**config.mk**
```make
export PLATFORM = sky130hd
export DESIGN_NAME = gps_queue
export DESIGN_NICKNAME = d
export VERILOG_FILES = /design/src/rtl/core/gps_pkg.sv /design/src/rtl/core/gps_queue.sv
export SDC_FILE = /design/constraint.sdc
export NUM_CORES = 1
export LEC_CHECK = 0
export BUFFER_PORTS_ARGS = -buffer_cell sky130_fd_sc_hd__buf_2
export CAP_MARGIN = 20
export CORE_ASPECT_RATIO = 0.6
export CORE_MARGIN = 4
export CORE_UTILIZATION = 52
export DETAILED_ROUTE_END_ITERATION = 6
export PLACE_DENSITY = 0.76
export SYNTH_ARGS = -nofsm -noshare
export SYNTH_HDL_FRONTEND = slang
export SYNTH_SLANG_ARGS = --single-unit
```
**constraint.sdc**
```tcl
create_clock -name aclk -period 5.92 [get_ports aclk]
set_input_delay 1.184 -clock aclk [delete_from_list [all_inputs] [get_ports aclk]]
set_output_delay 1.184 -clock aclk [all_outputs]
set_load 0.005 [all_outputs]
```
**src/rtl/core/gps_pkg.sv**
```systemverilog
`timescale 1ns / 1ps

package gps_pkg;

    localparam int STEP_WIDTH_DEF     = 16;
    localparam int PATHS_LOG2_MAX_DEF = 20;
    localparam int EXP_ITERATIONS_DEF = 24;

    localparam int CFG_IDX_W = 3;
    localparam logic [CFG_IDX_W-1:0] REG_INITIAL_PRICE  = 3'd0;
    localparam logic [CFG_IDX_W-1:0] REG_DRIFT_RATE     = 3'd1;
    localparam logic [CFG_IDX_W-1:0] REG_VOLATILITY     = 3'd2;
    localparam logic [CFG_IDX_W-1:0] REG_HORIZON        = 3'd3;
    localparam logic [CFG_IDX_W-1:0] REG_STEPS_PER_PATH = 3'd4;
    localparam logic [CFG_IDX_W-1:0] REG_PATHS_LOG2     = 3'd5;

    // ln2 in Q.40
    localparam logic [39:0] LN2_Q40  = 40'd762123384786;
    // bias keeps the log-return positive for the k search
    localparam int          K_BIAS   = 256;
    localparam int          K_BITS   = 9;
    localparam logic [50:0] X_OFFSET = 51'(LN2_Q40) * 51'(K_BIAS);

    typedef struct packed {
        logic [31:0]        initial_price;
        logic signed [31:0] drift_rate;
        logic [30:0]        volatility;
        logic [31:0]        horizon;
        logic [15:0]        steps_per_path;
        logic [4:0]         paths_log2;
    } cfg_t;

    typedef struct packed {
        logic [15:0] normal_sample;
        logic [31:0] init_price;
        logic        run_start;
        logic        path_start;
        logic [15:0] step_index;
        logic [19:0] path_index;
        logic        last;
    } cmd_t;

    typedef struct packed {
        logic [31:0] price;
        logic [15:0] step_index;
        logic [19:0] path_index;
        logic        last_of_path;
    } out_t;

    typedef struct packed {
        logic start;
    } fac_req_t;

    typedef struct packed {
        logic               done;
        logic signed [31:0] drift;
        logic [31:0]        diff;
    } fac_res_t;

endpackage

```
**src/rtl/core/gps_queue.sv**
```systemverilog
`timescale 1ns / 1ps

module gps_queue import gps_pkg::*; (
    input  logic aclk,
    input  logic aresetn,
    input  logic push,
    input  cmd_t cmd_in,
    input  logic pop,
    output cmd_t cmd_out,
    output logic full,
    output logic empty
);

    cmd_t       mem_reg [2];
    logic       wr_ptr_reg;
    logic       rd_ptr_reg;
    logic [1:0] count_reg;

    assign full    = (count_reg == 2'd2);
    assign empty   = (count_reg == 2'd0);
    assign cmd_out = mem_reg[rd_ptr_reg];

    always_ff @(posedge aclk) begin
        if (!aresetn) begin
            wr_ptr_reg <= 1'b0;
            rd_ptr_reg <= 1'b0;
            count_reg  <= 2'd0;
        end else begin
            if (push) begin
                mem_reg[wr_ptr_reg] <= cmd_in;
                wr_ptr_reg          <= !wr_ptr_reg;
            end
            if (pop) begin
                rd_ptr_reg <= !rd_ptr_reg;
            end
            count_reg <= count_reg + {1'b0, push} - {1'b0, pop};
        end
    end

endmodule

```
# --- Yosys cells after proc, flatten, opt, wreduce, memory -nomap -nowiden ---
# Memory sizes are Yosys's and may differ from the RTL's. A register that Yosys moved wholly into a read port is not among the register bits.
# Cells that the tools add are included.
op_classes:
  mux: 5
  addsub: 2
  eq_ne: 1
  n_reduce_logical: 3
op_table:
  columns: ["operator", "n"]
  rows:
  - ["1-bit 2-to-1 mux", 5]
  - ["2-bit by 1-bit adder with 2-bit output", 1]
  - ["2-bit equality test (second input constant)", 1]
  - ["1-bit zero test", 2]
  - ["2-bit zero test", 1]
  - ["2-bit by 1-bit subtractor with 2-bit output", 1]
word_totals:
  mem_count: 1
  elab_cells: 15
  in_bits: 91
  reg_bits: 4
  ramBits: 174
  output_inout_bits: 89
mem_list:
  columns: ["memory", "depth", "width", "rd", "rd_ports_with_merged_regs", "write_ports", "line_no", "text"]
  rows:
  - ["mem_reg", 2, 87, 1, 1, 1, "gps_queue.sv:14", "cmd_t mem_reg [2];"]

# --- Logic depth before layout (Yosys ltp) ---
# Gate-level depths: netlist of run 1.
depth:
  depth_word: 3
  ltp_mapped: 6
  depth_no_buf: 6

# --- Worst setup path before layout of run 1 ---
# No wires, ideal clock.
synth_path:
  path_type: "in2reg"
  startpoint: "input aresetn"
  endpoint: "memory mem_reg[0][0] (netlist name), enable pin"
  setup_time_ns: 0.536
  path_buffers: 0
  arrival_time_ns: 4.896
  t_required_ns: 5.384
  path_stages: 2
  setup_slack_ns: 0.489
  cell_sequence: "nand2_1 > nor2_1"
synth_between:
  elab_chain_cells: 2
synth_lines:
  columns: ["element", "line_no", "text"]
  rows:
  - ["start, declared", "gps_queue.sv:5", "input logic aresetn,"]
  - ["1-bit 2-to-1 mux", "gps_queue.sv:24", "if (!aresetn) begin"]
  - ["1-bit 2-to-1 mux (implied by the code)", "gps_queue.sv:30", "mem_reg[wr_ptr_reg] <= cmd_in;"]
  - ["end, declared", "gps_queue.sv:14", null]
# No other way between the ends.

==> impl_metrics.csv, run 1 <==
group,metric,value,unit
worst_hold_path,hold_path_class,"reg -> reg",
final_layout,nNetsFinal,578,
timing,slew_violations,0,
timing,setup_violations,0,
clocking,postCtsSetupRepairBufs,0,
floorplanning,die_h,95.44,um
setup_path,worst-path-buf-inv,2,
clocking,cts_tree,"yes",
final_layout,post-route-util,67.55,%
timing,slew_headroom,55.32,%
final_layout,final_area,8279,um2
timing,skew,0.01065,ns
logic_synthesis,ys_ff_latch,179,
logic_synthesis,synth_area,6626,um2
floorplanning,die-area,14670,um2
setup_path,worstPathMaxFanout,47,
route,drc_errors,0,
setup_path,crit_arrival,2.44,ns
clocking,clkSlewWorstSetupHoldPaths,0.07,ns
grt,grt_max_degree,52,
grt,antenna_found_initial,2,
route,num_vias,3312,
setup_path,cp_cell_sequence,"buf_4 > mux2_2 > buf_2",
route,ant_nets,0,
logic_synthesis,yosysWarnings,0,
clocking,numCtsBuffers,17,
power_and_ir_drop,pwr_density_cell,334.0,nW/um2
floorplanning,coreArea,12260,um2
final_layout,syn_to_final_growth,24.94,%
clocking,cts-resized-gates,0,
setup_path,cpPeakStageDelay,0.78,ns
route,via_per_inst,4.988,
floorplanning,start_util,54.06,%
power_and_ir_drop,max-vdd-ir-drop,270.3,uV
logic_synthesis,synth_fp_nets,386,
grt,track_usage,16.25,%
outcome,outcome,"complete, no violations",
timing,final.setup.tns,0,ns
setup_path,critPathRequiredTime,4.74,ns
clocking,cts.sinks,179,
place,port_buffers,179,
clocking,ctsLongestPathBuffers,2,
grt,grt_first_pass_wirelength,17860,um
final_layout,largest_register_ffs,174,
floorplanning,die_w,153.7,um
clocking,htreeDepth,4,
place,place_area,7699,um2
grt,overflow,0,
timing,finalHoldViolations,0,
clocking,clock_latency,0.41,ns
final_layout,drive_gt1_share,60.64,%
clocking,ctsHoldBuffers,0,
clocking,cts-root-buf,"clkbuf_16",
route,dr.pass1.iters,4,
setup_path,cpMaxStageDelayCell,"dfxtp_4",
route,drt_iter0_drc,158,
power_and_ir_drop,p_leak,3.142,nW
setup_path,end_kind,"output pin",
setup_path,path_class,"reg -> out",
logic_synthesis,syn_inst,293,
floorplanning,ios,180,
route,routedWlPerCell,17.73,um
grt,grt_pass1_vias,3446,
place,gp_congestion,0.7678,
floorplanning,rows,31,
timing,rsz0062_at_grt,"no",
timing,clock.fmax,0.2761,GHz
run,maxCapViolations,0,
timing,tightest_slew,0.6701,ns
place,hpwl,7932,um
route,routed_wl,11770,um
timing,period_minus_slack,3.622,ns
logic_synthesis,seq_area_frac_synth,80.36,%
setup_path,crit_family,"flip-flops",
logic_synthesis,synth_cell_types,15,
setup_path,setup.worst_path.start_class,"flip-flop",
timing,min_period_over_period,61.18,%
logic_synthesis,synth.avg_cell_area,22.62,um2
cells by family after synthesis:
group                      Yosys count  synth area share (%)
DFF                                179                 80.36
muxes                               87                 16.48
buffers and inverters               12                 1.341
and+or+nand+nor                     10                0.8308
xor gates and xnor gates             3                0.6043
adders and majority gates            2                0.3776
Yosys cell counts:
cell        n  share of area (%)
and2_1      4               0.38
dfxtp_1     5                1.5
xnor3_1     1               0.34
xor2_1      2               0.26
nand2_1     1              0.057
ha_1        2               0.38
edfxtp_1  174                 79
mux2_4     30                6.8
inv_1       2               0.11
buf_6       5               0.85
mux2_2     57                9.7
and3_1      1              0.094
nor2_1      2               0.11
nor2b_1     2               0.19
buf_2       5               0.38
through the flow:
step           setup slack (ns)  total power, mW  cells  hold slack [ns]
2_1_floorplan            0.4885            1.638    293           0.5546
3_3_place_gp              2.709            1.742    630           0.5709
3_5_place_dp              2.689            1.750    630           0.5683
4_1_cts                   2.237            2.791    662           0.5764
5_1_grt                   2.149            2.879    663           0.6161
6_report                  2.298            2.765    664           0.5640
where the power goes:
| part | total [mW] | internal [mW] | switching [mW] |
|---|---|---|---|
| clock network | 1.05 | 0.587 | 0.459 |
| registers | 1.47 | 1.45 | 0.0265 |
| logic | 0.245 | 0.140 | 0.106 |
layer usage:
layer	wire length (um)	part of all wire [%]	track usage, %	vias to the layer above
met3	1060	9.0	6.757	13
met4	92	0.78	5.364	4
met5	21	0.18	0	-
met1	5358	46	22.04	1622
li1	-	-	-	1542
met2	5241	45	24.13	131
placed cells by master, fill, tap and decap left out, types with 3 or more instances in the layout:
| cell | n |
|---|---|
| clkbuf_1 | 3 |
| and2_1 | 4 |
| dfxtp_1 | 4 |
| clkinvlp_4 | 4 |
| mux2_2 | 57 |
| mux2_4 | 30 |
| inv_6 | 4 |
| edfxtp_1 | 174 |
| clkinv_4 | 3 |
| clkbuf_16 | 17 |
| buf_2 | 179 |
cell type report:
class | count | area, um2
sequential | 179 | 5329
fill | 850 | 3978
multi-input combinational | 102 | 1225
timing repair buffer | 183 | 950.9
clock buffer | 20 | 436.7
tap | 165 | 206.4
clock inverter | 12 | 121.4
inverter | 2 | 7.507
antenna | 1 | 2.502
path summary, 6_finish.rpt:
check / startpoint / endpoint / slack (ns) / cells past startpoint
min: rd_ptr_reg$_SDFFE_PN0P_ / flip-flop / 0.56 / 2
max: flip-flop / cmd_out[30] / 2.30 / 3
min reg2reg: rd_ptr_reg$_SDFFE_PN0P_ / flip-flop / 0.56 / 2
max reg2reg: wr_ptr_reg$_SDFFE_PN0P_ / mem_reg[1][15]$_DFFE_PP_ / 3.86 / 2
worst register-to-register path, stage by stage, from the launching register on:
cell and delay, ns:
dfxtp_1 0.42, and3_4 0.60, buf_4 0.65
Note: power is estimated with default switching activity, not from simulation.
==> run 2: changes to the inputs <==
--- a/config.mk
+++ b/config.mk
@@ -5,6 +5,7 @@
 export SDC_FILE = /design/constraint.sdc
 export NUM_CORES = 1
 export LEC_CHECK = 0
+export ABC_AREA = 1
 export BUFFER_PORTS_ARGS = -buffer_cell sky130_fd_sc_hd__buf_2
 export CAP_MARGIN = 20
 export CORE_ASPECT_RATIO = 0.6
==> constraint.sdc (replaced) <==
create_clock -name aclk -period 3.7 [get_ports aclk]
set_input_delay 0.74 -clock aclk [delete_from_list [all_inputs] [get_ports aclk]]
set_output_delay 0.74 -clock aclk [all_outputs]
set_load 0.005 [all_outputs]
==> impl_metrics.csv, run 2 <==
group,metric,value,unit
logic_synthesis,synth_top_family_by_area,"multiplexers",
route,routedWlPerCell,18.54,um
logic_synthesis,yosys.area_share.simple,0.8307,%
logic_synthesis,synth_commonest_cells,"edfxtp_1 (174), mux2_2 (57), mux2_4 (30)",
clocking,cts.sinks,179,
clocking,cts_tree,"yes",
floorplanning,die-area,14680,um2
setup_path,end_kind,"output pin",
setup_path,worstPathMaxFanout,45,
timing,setup_violations,0,
final_layout,fillers,842,
logic_synthesis,yosysWarnings,0,
grt,grt_max_degree,54,
setup_path,crit_arrival,2.08,ns
logic_synthesis,synth-main-ff-cell,"edfxtp_1",
route,drc_errors,0,
grt,global_route.usage.met2,27.48,%
timing,skew,0.007129,ns
route,drt_iter0_drc,240,
logic_synthesis,synth_compound_area_share,0.1510,%
timing,period_minus_slack,2.816,ns
power_and_ir_drop,max-vdd-ir-drop,335.2,uV
clocking,clkSlewWorstSetupHoldPaths,0.06,ns
route,ant_nets,0,
place,gp_congestion,0.7860,
grt,met3_usage,6.576,%
logic_synthesis,seq_area_frac_synth,80.35,%
clocking,numCtsBuffers,17,
power_and_ir_drop,p_leak,3.179,nW
logic_synthesis,synth_area,6628,um2
route,dr.pass1.iters,4,
floorplanning,coreArea,12260,um2
final_layout,final_cell_mix,"buf_2 (179), edfxtp_1 (174), mux2_2 (57)",
logic_synthesis,synthArstFlopShare,0,%
floorplanning,die_h,95.45,um
clocking,clock_latency,0.41,ns
outcome,outcome,"complete, no violations",
grt,overflow,0,
final_layout,drive_gt1_share,59.14,%
final_layout,diodes,0,
timing,final.setup.tns,0,ns
clocking,ctsHoldBuffers,0,
final_layout,syn_to_final_growth,25.43,%
logic_synthesis,synth_fp_nets,396,
route,num_vias,3437,
timing,rsz0062_at_grt,"no",
final_layout,largest_register_ffs,174,
timing,min_period_over_period,76.10,%
floorplanning,start_util,54.07,%
grt,track_usage,17.45,%
logic_synthesis,synth_edf_count,174,
clocking,cts-resized-gates,0,
grt,grt_pass1_vias,3553,
power_and_ir_drop,power.total,4.496,mW
logic_synthesis,ys_ff_latch,179,
grt,antenna_found_initial,2,
logic_synthesis,syn_inst,303,
route,via_per_inst,5.099,
timing,slew_violations,0,
logic_synthesis,synth_most_common_cell,"edfxtp_1",
floorplanning,rows,31,
final_layout,layout_commonest_cell,"buf_2",
clocking,cts-root-buf,"clkbuf_16",
logic_synthesis,synth_area_leaders,"edfxtp_1 (79%), mux2_2 (9.7%), mux2_4 (6.8%)",
clocking,htreeDepth,4,
timing,slew_headroom,52.38,%
logic_synthesis,yosys.area.top_type,"edfxtp_1",
place,hpwl,8405,um
logic_synthesis,muxShareOfSynthArea,16.48,%
floorplanning,ios,180,
setup_path,critPathRequiredTime,2.96,ns
run,maxCapViolations,0,
setup_path,path_class,"reg -> out",
logic_synthesis,synth_xor_area_share,0.1322,%
grt,use_met1,23.09,%
final_layout,nNetsFinal,589,
power_and_ir_drop,pwr_density_cell,540.8,nW/um2
route,routed_wl,12500,um
logic_synthesis,synth.avg_cell_area,21.87,um2
grt,grt_first_pass_wirelength,19290,um
setup_path,setup.worst_path.start_class,"flip-flop",
logic_synthesis,synth_top_area_share,78.84,%
floorplanning,die_w,153.7,um
timing,clock.fmax,0.3552,GHz
worst_hold_path,hold_path_class,"reg -> reg",
clocking,ctsLongestPathBuffers,2,
clocking,postCtsSetupRepairBufs,0,
grt,busiest_layer,"met2",
timing,tightest_slew,0.7142,ns
logic_synthesis,synth_cell_types,14,
timing,finalHoldViolations,0,
place,port_buffers,179,
logic_synthesis,synthAdderAreaFrac,0.3776,%
## run 2: cell types whose count changed after synthesis
| cell | previous run | this run |
|---|---|---|
| nand3_1 | 0 | 1 |
| xor2_1 | 2 | 0 |
| xnor2_1 | 0 | 1 |
| xnor3_1 | 1 | 0 |
| and3_1 | 1 | 0 |
| nor2b_1 | 2 | 0 |
| inv_1 | 2 | 8 |
| and2_1 | 4 | 0 |
| nand2_1 | 1 | 6 |
| a21oi_1 | 0 | 2 |
| nor3_1 | 0 | 1 |
| nor2_1 | 2 | 6 |
## run 2: area by class of cell
cell class | count | area [um2] | area share, %
timing repair buffer | 184 | 945.9 | 11.38
multi-input combinational | 106 | 1210 | 14.55
inverter | 8 | 30.03 | 0.3612
tap | 165 | 206.4 | 2.483
clock buffer | 19 | 432.9 | 5.208
sequential | 179 | 5329 | 64.10
clock inverter | 13 | 158.9 | 1.911
## run 2: report_power, final
part	switching, mW	internal, mW	total [mW]	leakage [nW]
Clock	0.715	1.06	1.78	0.277
Sequential	0.0381	2.30	2.34	1.64
Combinational	0.169	0.207	0.376	1.26
Total	0.923	3.57	4.50	3.18
## run 2: critical path: stages, from the launching register on
cell	delay, ns
dfxtp_4	0.75
buf_12	0.36
mux2_2	0.39
buf_2	0.13
## run 2: final timing paths
kind / to / slack, ns / depth (start not counted) / startpoint
max: cmd_out[55] / 0.88 / 3 / flip-flop
min: wr_ptr_reg$_SDFFE_PN0P_ / 0.49 / 2 / wr_ptr_reg$_SDFFE_PN0P_
max reg2reg: mem_reg[1][38]$_DFFE_PP_ / 2.10 / 3 / wr_ptr_reg$_SDFFE_PN0P_
min reg2reg: wr_ptr_reg$_SDFFE_PN0P_ / 0.49 / 2 / wr_ptr_reg$_SDFFE_PN0P_
## run 2: cell families (layout without fill, tap and decap cells)
logic type                 after synthesis  in the layout
DFF                                    179            179
adders and majority gates                2              2
and+or+nand+nor                         14             14
AOI/OAI and AO/OA                        2              2
buffers and inverters                   18            224
muxes                                   87             87
xor gates and xnor gates                 1              1
## run 2: layer usage
layer  vias up  part of all wire [%]
li1       1573                     -
met3        17                   9.1
met1      1688                    43
met4         4                  0.82
met5         -                  0.18
met2       155                    47
## run 2: metrics by stage
stage          std cells  util (%)  worst slack [ns]  instance area [um2]  hold slack (ns)
3_3_place_gp         642     63.00             1.312                 7721           0.4495
3_5_place_dp         642     63.00             1.271                 7721           0.4799
2_1_floorplan        303         -            0.1487                 6641           0.4437
5_1_grt              674     67.82            0.7708                 8313           0.4922
6_report             674     67.82            0.8845                 8313           0.4918
4_1_cts              674     67.82            0.8331                 8313           0.4885
==> run 3: changes to the inputs <==
--- a/config.mk
+++ b/config.mk
@@ -5,7 +5,7 @@
 export SDC_FILE = /design/constraint.sdc
 export NUM_CORES = 1
 export LEC_CHECK = 0
-export ABC_AREA = 1
+export ABC_AREA = 0
 export BUFFER_PORTS_ARGS = -buffer_cell sky130_fd_sc_hd__buf_2
 export CAP_MARGIN = 20
 export CORE_ASPECT_RATIO = 0.6
==> constraint.sdc (replaced) <==
create_clock -name aclk -period 2.6 [get_ports aclk]
set_input_delay 0.52 -clock aclk [delete_from_list [all_inputs] [get_ports aclk]]
set_output_delay 0.52 -clock aclk [all_outputs]
set_load 0.005 [all_outputs]
==> impl_metrics.csv, run 3 (synthesized netlist as in run 1, its figures left out) <==
group,metric,value,unit
setup_path,setup.worst_path.start_class,"flip-flop",
setup_path,worst-path-buf-inv,2,
floorplanning,die_h,95.44,um
timing,clock.fmax,0.4305,GHz
place,port_buffers,179,
grt,track_usage,16.61,%
final_layout,syn_to_final_growth,25.00,%
timing,slew_violations,0,
timing,period_minus_slack,2.323,ns
floorplanning,die_w,153.7,um
route,routedWlPerCell,18.00,um
timing,skew,0.007787,ns
final_layout,diodes,0,
timing,tightest_slew,0.6521,ns
setup_path,crit_arrival,1.80,ns
setup_path,cp_cell_sequence,"buf_12 > mux2_2 > buf_2",
clocking,clkSlewWorstSetupHoldPaths,0.07,ns
clocking,ctsHoldBuffers,0,
grt,grt_max_degree,48,
clocking,clock_latency,0.41,ns
final_layout,layout_commonest_cell,"buf_2",
grt,grt_first_pass_wirelength,18420,um
floorplanning,ios,180,
setup_path,cpMaxStageDelayCell,"dfxtp_4",
grt,grt_pass1_vias,3588,
timing,setup_violations,0,
worst_hold_path,hold_path_class,"in -> reg",
place,dp_cells,634,
floorplanning,die-area,14670,um2
clocking,htreeDepth,4,
clocking,numCtsBuffers,17,
clocking,cts-root-buf,"clkbuf_16",
run,maxCapViolations,0,
timing,min_period_over_period,89.35,%
route,drc_errors,0,
clocking,postCtsSetupRepairBufs,0,
clocking,cts.sinks,179,
setup_path,worstPathMaxFanout,40,
power_and_ir_drop,max-vdd-ir-drop,506.5,uV
route,drt_iter0_drc,144,
floorplanning,rows,31,
clocking,ctsLongestPathBuffers,2,
timing,holdWs,0.2939,ns
timing,layout_setup_ws,0.2769,ns
setup_path,crit_family,"flip-flops",
place,hpwl,8153,um
route,via_per_inst,4.994,
route,dr.pass1.iters,4,
setup_path,cpPeakStageDelay,0.57,ns
floorplanning,start_util,54.06,%
final_layout,nNetsFinal,581,
grt,overflow,0,
place,gp_congestion,0.7956,
setup_path,end_kind,"output pin",
clocking,cts-resized-gates,0,
route,ant_nets,0,
final_layout,drive_gt1_share,61.12,%
setup_path,critPathRequiredTime,2.08,ns
timing,final.setup.tns,0,ns
place,dp_slack,0.6961,ns
final_layout,final_cell_mix,"buf_2 (179), edfxtp_1 (174), mux2_2 (57)",
timing,rsz0062_at_grt,"no",
grt,antenna_found_initial,1,
setup_path,path_class,"reg -> out",
timing,finalHoldViolations,0,
floorplanning,coreArea,12260,um2
timing,slew_headroom,56.53,%
route,routed_wl,11950,um
clocking,cts_tree,"yes",
power_and_ir_drop,p_leak,3.149,nW
final_layout,largest_register_ffs,174,
outcome,outcome,"complete, no violations",
route,num_vias,3316,
power_and_ir_drop,pwr_density_cell,750.2,nW/um2
final_layout,final_cells,664,
-- run 3: cell count changes in the layout (fill, tap and decap cells not counted), moves of 3 or more --
| cell | change |
|---|---|
| and2_1 | +4 |
| bufinv_16 | -3 |
| clkinv_1 | -3 |
| inv_1 | -6 |
| nand2_1 | -5 |
| nor2_1 | -4 |
-- run 3: layout make-up --
cell class / count / area, um2
sequential: 179 / 5329
fill: 869 / 3974
multi-input combinational: 102 / 1225
timing repair buffer: 186 / 985.9
clock buffer: 18 / 429.2
tap: 165 / 206.4
clock inverter: 12 / 100.1
inverter: 2 / 7.507
-- run 3: worst paths after layout --
check                          start                  endpoint  slack, ns  depth (start not counted)
max                        flip-flop               cmd_out[12]       0.28                          3
min                       cmd_in[61]  mem_reg[1][61]$_DFFE_PP_       0.29                          1
max reg2reg  wr_ptr_reg$_SDFFE_PN0P_  mem_reg[1][39]$_DFFE_PP_       1.00                          2
min reg2reg  rd_ptr_reg$_SDFFE_PN0P_                 flip-flop       0.59                          2
-- run 3: metrics by stage --
| step | area, um2 | utilization [%] | power, mW |
|---|---|---|---|
| floorplan | 6635 | - | 3.721 |
| global placement | 7754 | 63.26 | 3.978 |
| detailed placement | 7754 | 63.26 | 3.997 |
| CTS | 8283 | 67.58 | 6.277 |
| global route | 8283 | 67.58 | 6.475 |
| finish | 8283 | 67.58 | 6.213 |
-- run 3: metal layers --
metal | track usage (%) | vias up | routed length, um | share of wire, %
met5 | 0 | - | 7 | 0.059
met3 | 5.896 | 11 | 937 | 7.8
met4 | 4.849 | 2 | 89 | 0.74
met1 | 22.08 | 1628 | 5369 | 45
li1 | - | 1546 | - | -
met2 | 26.31 | 129 | 5548 | 46
-- run 3: report_power, final --
| group | internal [mW] | switching [mW] | leakage [nW] | total (mW) |
|---|---|---|---|---|
| logic | 0.325 | 0.259 | 1.26 | 0.583 |
| clock network | 1.23 | 1.06 | 0.246 | 2.29 |
| registers | 3.30 | 0.0467 | 1.64 | 3.34 |
| total | 4.85 | 1.36 | 3.15 | 6.21 |
